==> config.mk <==
export PLATFORM = sky130hd
export DESIGN_NAME = imu_frame_decoder_top
export DESIGN_NICKNAME = d
export VERILOG_FILES = /design/src/hw/rtl/imufd_pkg.sv /design/src/hw/rtl/imu_frame_decoder_top.sv
export SDC_FILE = /design/constraint.sdc
export NUM_CORES = 2
export LEC_CHECK = 0
export ABC_AREA = 1
export CAP_MARGIN = 20
export CORE_ASPECT_RATIO = 1.25
export CORE_MARGIN = 1.5
export CORE_UTILIZATION = 25
export CTS_CLUSTER_DIAMETER = 40
export DETAILED_ROUTE_END_ITERATION = 6
export DONT_BUFFER_PORTS = 1
export GPL_TIMING_DRIVEN = 1
export PLACE_DENSITY = 0.48
export SYNTH_ARGS = -nofsm -noshare
export SYNTH_HDL_FRONTEND = slang
export SYNTH_SLANG_ARGS = --single-unit
==> constraint.sdc <==
create_clock -name aclk -period 6.8 [get_ports aclk]
set_clock_uncertainty 0.05 [all_clocks]
set_input_delay 1.02 -clock aclk [delete_from_list [all_inputs] [get_ports aclk]]
set_output_delay 1.02 -clock aclk [all_outputs]
set_load 0.1 [all_outputs]
==> src/hw/rtl/imufd_pkg.sv <==
`timescale 1ns / 1ps

package imufd_pkg;

    // Frame framing and type codes
    localparam logic [7:0] HeaderByte = 8'h55;
    localparam logic [7:0] TypeAccel  = 8'h51;
    localparam logic [7:0] TypeAngle  = 8'h53;

    // Bytes 0..10 of a frame; the checksum byte sits at the last position
    localparam int unsigned FrameLen = 11;
    localparam int unsigned PosW     = 4;
    localparam logic [PosW-1:0] LastPos = PosW'(FrameLen - 1);

    // Result field widths
    localparam int unsigned AxisW = 17;
    localparam int unsigned TempW = 18;
    localparam int unsigned DataW = 72;   // 3*17 + 18 = 69, padded to bytes

    // Result kind flag carried in tuser
    localparam logic KindAccel = 1'b0;
    localparam logic KindAngle = 1'b1;

    // floor(raw*49/40): offset to a multiple of 40, then reciprocal multiply.
    // u = raw + 32800 lies in [32, 65567]; 49*ceil(2^28/40) = 328833463.
    localparam logic [16:0] AccOffset = 17'd32800;
    localparam logic [28:0] AccMult   = 29'd328833463;
    localparam logic [17:0] AccBias   = 18'd40180;

    // floor(raw*64/25): u = raw + 32775 in [7, 65542]; ceil(2^28/25) = 10737419,
    // the factor 64 folds into the shift (28 - 6 = 22).
    localparam logic [16:0] TmpOffset = 17'd32775;
    localparam logic [23:0] TmpMult   = 24'd10737419;
    localparam logic [18:0] TmpBias   = 19'd83904;

    function automatic logic [AxisW-1:0] scale_accel(input logic [15:0] raw);
        logic [16:0] u;
        logic [45:0] prod;
        logic [17:0] q;
        logic [17:0] d;
        u    = {1'b0, raw ^ 16'h8000} + (AccOffset - 17'd32768);
        prod = 46'(u) * 46'(AccMult);
        q    = prod[45:28];
        d    = q - AccBias;
        return d[AxisW-1:0];
    endfunction

    function automatic logic [AxisW-1:0] scale_angle(input logic [15:0] raw);
        logic signed [21:0] prod;
        prod = 22'($signed(raw)) * 22'sd45;
        return prod[21:5];   // arithmetic shift by 5: floor(raw*45/32)
    endfunction

    function automatic logic [TempW-1:0] scale_temp(input logic [15:0] raw);
        logic [16:0] u;
        logic [40:0] prod;
        logic [18:0] q;
        logic [18:0] d;
        u    = {1'b0, raw ^ 16'h8000} + (TmpOffset - 17'd32768);
        prod = 41'(u) * 41'(TmpMult);
        q    = prod[40:22];
        d    = q - TmpBias;
        return d[TempW-1:0];
    endfunction

endpackage

==> src/hw/rtl/imu_frame_decoder_top.sv <==
`timescale 1ns / 1ps

// IMU serial frame decoder.
// s_ channel: one received link byte per transaction in s_tdata[7:0].
// m_ channel: one decoded frame per transaction. m_tuser is the frame kind
// (0 acceleration, 1 angle); m_tdata carries the three scaled axes and the
// temperature, all signed Q8.
// Bytes before a 0x55 header are dropped; the header starts an 11-byte frame
// and the eleventh (checksum, unchecked) byte triggers the decode. Frames of
// type 0x51 or 0x53 give a result, any other type gives none.
// Throughput: one byte per cycle while s_tready is high. Latency: the result
// is valid in the cycle after the checksum byte is taken; scaling is one
// constant multiply per field between the frame store and the output register.
// The output register lets bytes keep flowing while a result waits; s_tready
// drops only when a checksum byte would arrive while the previous result is
// still stalled by m_tready.
// Reset (aresetn low, synchronous) returns the parser to header search and
// empties the output register.
module imu_frame_decoder_top (
    input  logic                        aclk,
    input  logic                        aresetn,
    input  logic                        s_tvalid,
    output logic                        s_tready,
    input  logic [7:0]                  s_tdata,   // [7:0] rx_byte
    output logic                        m_tvalid,
    input  logic                        m_tready,
    output logic [imufd_pkg::DataW-1:0] m_tdata,   // [16:0] axis_x, [33:17] axis_y,
                                                   // [50:34] axis_z, [68:51] temperature
    output logic                        m_tuser    // [0] frame_kind
);
    import imufd_pkg::*;

    logic [PosW-1:0]  pos_reg, pos_next;
    logic [7:0]       store_reg [1:FrameLen-2];
    logic             vld_reg, vld_next;
    logic             kind_reg;
    logic [AxisW-1:0] ax_reg, ay_reg, az_reg;
    logic [TempW-1:0] temp_reg;

    logic             s_hs;
    logic             last_byte;
    logic             is_accel, is_angle;
    logic             load;
    logic [AxisW-1:0] ax_c, ay_c, az_c;
    logic [TempW-1:0] temp_c;

    // Handshake: stall only a checksum byte that would overwrite a held result
    assign s_tready  = !(vld_reg && !m_tready && (pos_reg == LastPos));
    assign s_hs      = s_tvalid && s_tready;
    assign last_byte = (pos_reg == LastPos);

    // Frame type decode
    assign is_accel = (store_reg[1] == TypeAccel);
    assign is_angle = (store_reg[1] == TypeAngle);
    assign load     = s_hs && last_byte && (is_accel || is_angle);

    // Scaling of the stored readings
    always_comb begin
        if (is_angle) begin
            ax_c   = scale_angle({store_reg[2], store_reg[3]});
            ay_c   = scale_angle({store_reg[4], store_reg[5]});
            az_c   = scale_angle({store_reg[6], store_reg[7]});
            temp_c = '0;
        end else begin
            ax_c   = scale_accel({store_reg[2], store_reg[3]});
            ay_c   = scale_accel({store_reg[4], store_reg[5]});
            az_c   = scale_accel({store_reg[6], store_reg[7]});
            temp_c = scale_temp({store_reg[8], store_reg[9]});
        end
    end

    // Byte position
    always_comb begin
        pos_next = pos_reg;
        if (s_hs) begin
            if (pos_reg == '0) begin
                if (s_tdata == HeaderByte) begin
                    pos_next = PosW'(1);
                end
            end else if (last_byte) begin
                pos_next = '0;
            end else begin
                pos_next = pos_reg + PosW'(1);
            end
        end
    end

    // Output valid
    always_comb begin
        vld_next = vld_reg;
        if (load) begin
            vld_next = 1'b1;
        end else if (m_tready) begin
            vld_next = 1'b0;
        end
    end

    // Control registers
    always_ff @(posedge aclk) begin
        if (!aresetn) begin
            pos_reg <= '0;
            vld_reg <= 1'b0;
        end else begin
            pos_reg <= pos_next;
            vld_reg <= vld_next;
        end
    end

    // Frame store, one fixed slot per byte position from the type byte to the last data byte
    always_ff @(posedge aclk) begin
        for (int i = 1; i <= FrameLen - 2; i++) begin
            if (s_hs && (pos_reg == PosW'(i))) begin
                store_reg[i] <= s_tdata;
            end
        end
    end

    // Result register
    always_ff @(posedge aclk) begin
        if (load) begin
            kind_reg <= is_angle ? KindAngle : KindAccel;
            ax_reg   <= ax_c;
            ay_reg   <= ay_c;
            az_reg   <= az_c;
            temp_reg <= temp_c;
        end
    end

    assign m_tvalid = vld_reg;
    assign m_tuser  = kind_reg;
    assign m_tdata  = {3'b000, temp_reg, az_reg, ay_reg, ax_reg};

    // Checks
    a_pos_range: assert property (@(posedge aclk) disable iff (!aresetn)
        pos_reg <= LastPos)
        else $error("byte position beyond frame length");

    a_hunt_drop: assert property (@(posedge aclk) disable iff (!aresetn)
        (s_hs && (pos_reg == '0) && (s_tdata != HeaderByte)) |=> (pos_reg == '0))
        else $error("non-header byte left header search");

    a_result_src: assert property (@(posedge aclk) disable iff (!aresetn)
        $rose(vld_reg) |-> $past(s_hs && last_byte))
        else $error("result without a completed frame");

    a_no_overrun: assert property (@(posedge aclk) disable iff (!aresetn)
        (vld_reg && !m_tready) |=> vld_reg)
        else $error("held result dropped");

    a_angle_temp: assert property (@(posedge aclk) disable iff (!aresetn)
        (vld_reg && (kind_reg == KindAngle)) |-> (temp_reg == '0))
        else $error("angle frame with non-zero temperature");

endmodule

==> results.ini <==
[status]
outcome = complete, but fails checks
violations = negative setup slack

[sta]
period_minus_slack_ns = 7.11
max_slew_margin_pct = 19.3
rsz0062_at_grt = true
whs_ns = 0.461
tns_ns = -2.65
finalSetupViolations = 28
worst_pin_slew_ns = 1.21
fmax_ghz = 0.141
setup_ws_ns = -0.306
hold_violations = 0
period_share_pct = 104
slew_viol_final = 0

[worst_setup_path]
cp.required_ns = 7.04
cp_slowest_stage_delay_ns = 0.56
cp_slowest_cell = fa_1
path_max_fanout = 5
crit_path_end_kind = flip-flop
arrival_ns = 7.34
crit_family = adder cells
cp_num_buf_inv = 8
cp-start-kind = flip-flop
path_class = flip-flop to flip-flop

[detailed_routing]
post_drt_wl_per_cell_um = 18.0
dr.pass1.iters = 7
drc_errors = 0
drtAntennaViolNets = 0
viasPerCell = 4.34
wl_um = 165000
drt_iter0_markers = 1766
num_vias = 39897

[power]
pwr_density_cell_nw_per_um2 = 122
leakage_nw = 32.3
ir_worst_vdd_mv = 0.390

[die]
design.core.area_um2 = 180000
ioPinCount = 87
rows = 174
initial_core_util_pct = 25.2
die_h_um = 480
dieArea_um2 = 184000
fp.dieW_um = 384

[synthesis]
synthAdderAreaFrac_pct = 52.5
avgSynthCellArea_um2 = 8.11
syn_area_um2 = 45500
yosysSeqAreaShare_pct = 9.60
synthMuxAreaShare_pct = 0.0660
synthCells = 5609
synth.ff_latch_count = 147
ys_warn_count = 0
synth_edf_count = 142
synth-simple-area-share_pct = 16.2
synth_compound_area_share_pct = 6.73
ys_types = 56
synth_top_family_by_area = adder cells
synthArstFlopShare_pct = 0
synth-xor-area-share_pct = 2.06
synth_ff_type = edfxtp_1

[final_layout]
nets = 8293
drive_gt1_share_pct = 34.3
syn2layout_area_growth_pct = 40.1
multi_input_area_um2 = 40700
fillerInstances = 18827
register_area_um2 = 4360
largest_reg_flops = 72

[clock_network]
cts_buffer_depth = 2
clock_latency_ns = 0.54
cts.sinks = 147
numCtsBuffers = 17
cts-htree-levels = 4
cts.reportedPaths.clkPinSlew_ns = 0.09
root_buffer = clkbuf_16
cts_tree = done

[global_routing]
overflow = 0
grt_max_degree = 52
antenna_found_initial = 9
grt_pass1_vias = 42103
grtUsageTotal_pct = 17.9
grt_pass1_wl_um = 250000

[placed_design]
dpl_worst_slack_ns = -0.988
post-dp-hpwl_um = 144000
port_buffers = 0
gp_congestion = 0.945

[flow_run]
drv_cap = 0

[min_path]
hp-class = flip-flop to flip-flop

-- final timing paths --
check                               endpoint                       start  slack (ns)  cells past startpoint
setup / recovery  temp_reg[16]$_SDFFCE_PP0P_  store_reg[0][72]$_DFFE_PP_       -0.31                     37
hold reg to reg      pos_reg[3]$_SDFFE_PN0P_     pos_reg[3]$_SDFFE_PN0P_        0.46                      2
setup reg to reg  temp_reg[16]$_SDFFCE_PP0P_  store_reg[0][72]$_DFFE_PP_       -0.31                     37
hold / removal       pos_reg[3]$_SDFFE_PN0P_     pos_reg[3]$_SDFFE_PN0P_        0.46                      2
-- per-stage QoR --
stage	power, W	utilization, %	std cells	area, um2
floorplan	0.00324	-	5611	45600
global placement	0.00517	31.1	8985	56100
detailed placement	0.00516	31.1	8985	56100
CTS	0.00723	33.7	9113	60700
global route	0.00834	35.3	9183	63700
finish	0.00778	35.3	9185	63700
-- placed cells by master, fill, tap and decap left out, types with 32 or more instances in the layout --
cell type	synthesis	layout
edfxtp_1	142	142
a21oi_2	2	83
nor2_1	384	232
ha_4	0	117
fa_2	0	77
nand3_1	198	132
inv_2	8	119
a21oi_1	279	182
nor2_4	5	91
nand4_1	34	34
xor2_1	56	32
nand2_2	22	192
o21ai_2	4	32
ha_1	792	659
nand3_2	7	55
buf_6	0	88
fa_1	697	620
inv_1	1518	1381
nand2_4	0	70
nand2_1	993	753
buf_4	5	1087
o21ai_1	21	43
o21ai_0	156	104
nor2_2	29	95
-- Yosys cell counts (3+ instances only) --
| cell | count | area, um2 |
|---|---|---|
| a31oi_1 | 10 | 62.6 |
| inv_1 | 1518 | 5700 |
| o211ai_1 | 3 | 22.5 |
| nor2_1 | 384 | 1440 |
| a21boi_1 | 3 | 22.5 |
| nand2_2 | 22 | 138 |
| a21boi_0 | 10 | 75.1 |
| or2_2 | 12 | 75.1 |
| dfxtp_1 | 5 | 100 |
| nand3_1 | 198 | 991 |
| mux2i_1 | 3 | 30.0 |
| a21oi_1 | 279 | 1400 |
| edfxtp_1 | 142 | 4260 |
| nand3_2 | 7 | 70.1 |
| inv_2 | 8 | 30.0 |
| xnor2_1 | 47 | 412 |
| buf_2 | 3 | 15.0 |
| a31o_2 | 3 | 26.3 |
| nor2_2 | 29 | 181 |
| buf_4 | 5 | 37.5 |
| nor3_1 | 32 | 160 |
| nor3_2 | 5 | 50.1 |
| o21ai_0 | 156 | 781 |
| nor4_1 | 8 | 50.1 |
| nor2_4 | 5 | 56.3 |
| o21bai_1 | 30 | 225 |
| clkbuf_1 | 9 | 33.8 |
| ha_1 | 792 | 9910 |
| nand3b_1 | 15 | 113 |
| o21a_1 | 14 | 105 |
| fa_1 | 697 | 14000 |
| nand2_1 | 993 | 3730 |
| and2_1 | 9 | 56.3 |
| o21ai_1 | 21 | 105 |
| a21o_1 | 13 | 97.6 |
| xor2_1 | 56 | 490 |
| nand4_1 | 34 | 213 |
| o21ai_2 | 4 | 35.0 |
-- area by class of cell --
class / count / share of cell area, %
Clock buffer: 18 / 0.690
Clock inverter: 14 / 0.220
Tap cell: 2376 / 4.67
Multi-Input combinational cell: 3919 / 63.9
Antenna cell: 4 / 0.0157
Timing Repair Buffer: 1181 / 14.5
Sequential cell: 147 / 6.85
Inverter: 1526 / 9.11
-- report_power, final --
part	internal, W	switching (W)
Combinational	0.00260	0.00306
Clock	0.000523	0.000540
Sequential	0.00105	0.00000352
-- cell families (layout without fill, tap and decap cells) --
kind of cell | Yosys count | count (layout)
simple gates | 1760 | 1760
buf+inv | 1545 | 2739
fa+ha+maj | 1489 | 1489
compound gates | 559 | 559
flops | 147 | 147
xor+xnor | 105 | 105
mux | 3 | 3
other cells | 1 | 7
-- repair_timing --
action,4_1_cts,5_1_grt
setup buffers,104,76
hold buffers,0,0
pin swaps,331,374
resized for setup,780,657
setup endpoints to repair,63,66
-- metal layers --
metal | part of all wire, % | track usage [%] | vias to the layer above
met3 | 4.3 | 2.35 | 152
met1 | 43 | 23.1 | 19473
met4 | 3.1 | 5.33 | 6
met2 | 49 | 30.8 | 669
met5 | 0.023 | 0 | -
li1 | - | - | 19597
-- worst reg2reg max path, delay by kind of cell, from the launching register on --
kind	cells	cell delay, ns
AO/OA/AOI/OAI	4	0.44
XOR/XNOR	2	0.41
adder cells (fa/ha/maj)	7	3.25
buffers and inverters	8	0.59
flip-flops	1	0.37
AND/OR/NAND/NOR	16	1.74
No activity file was read; power rests on OpenSTA's default activity.
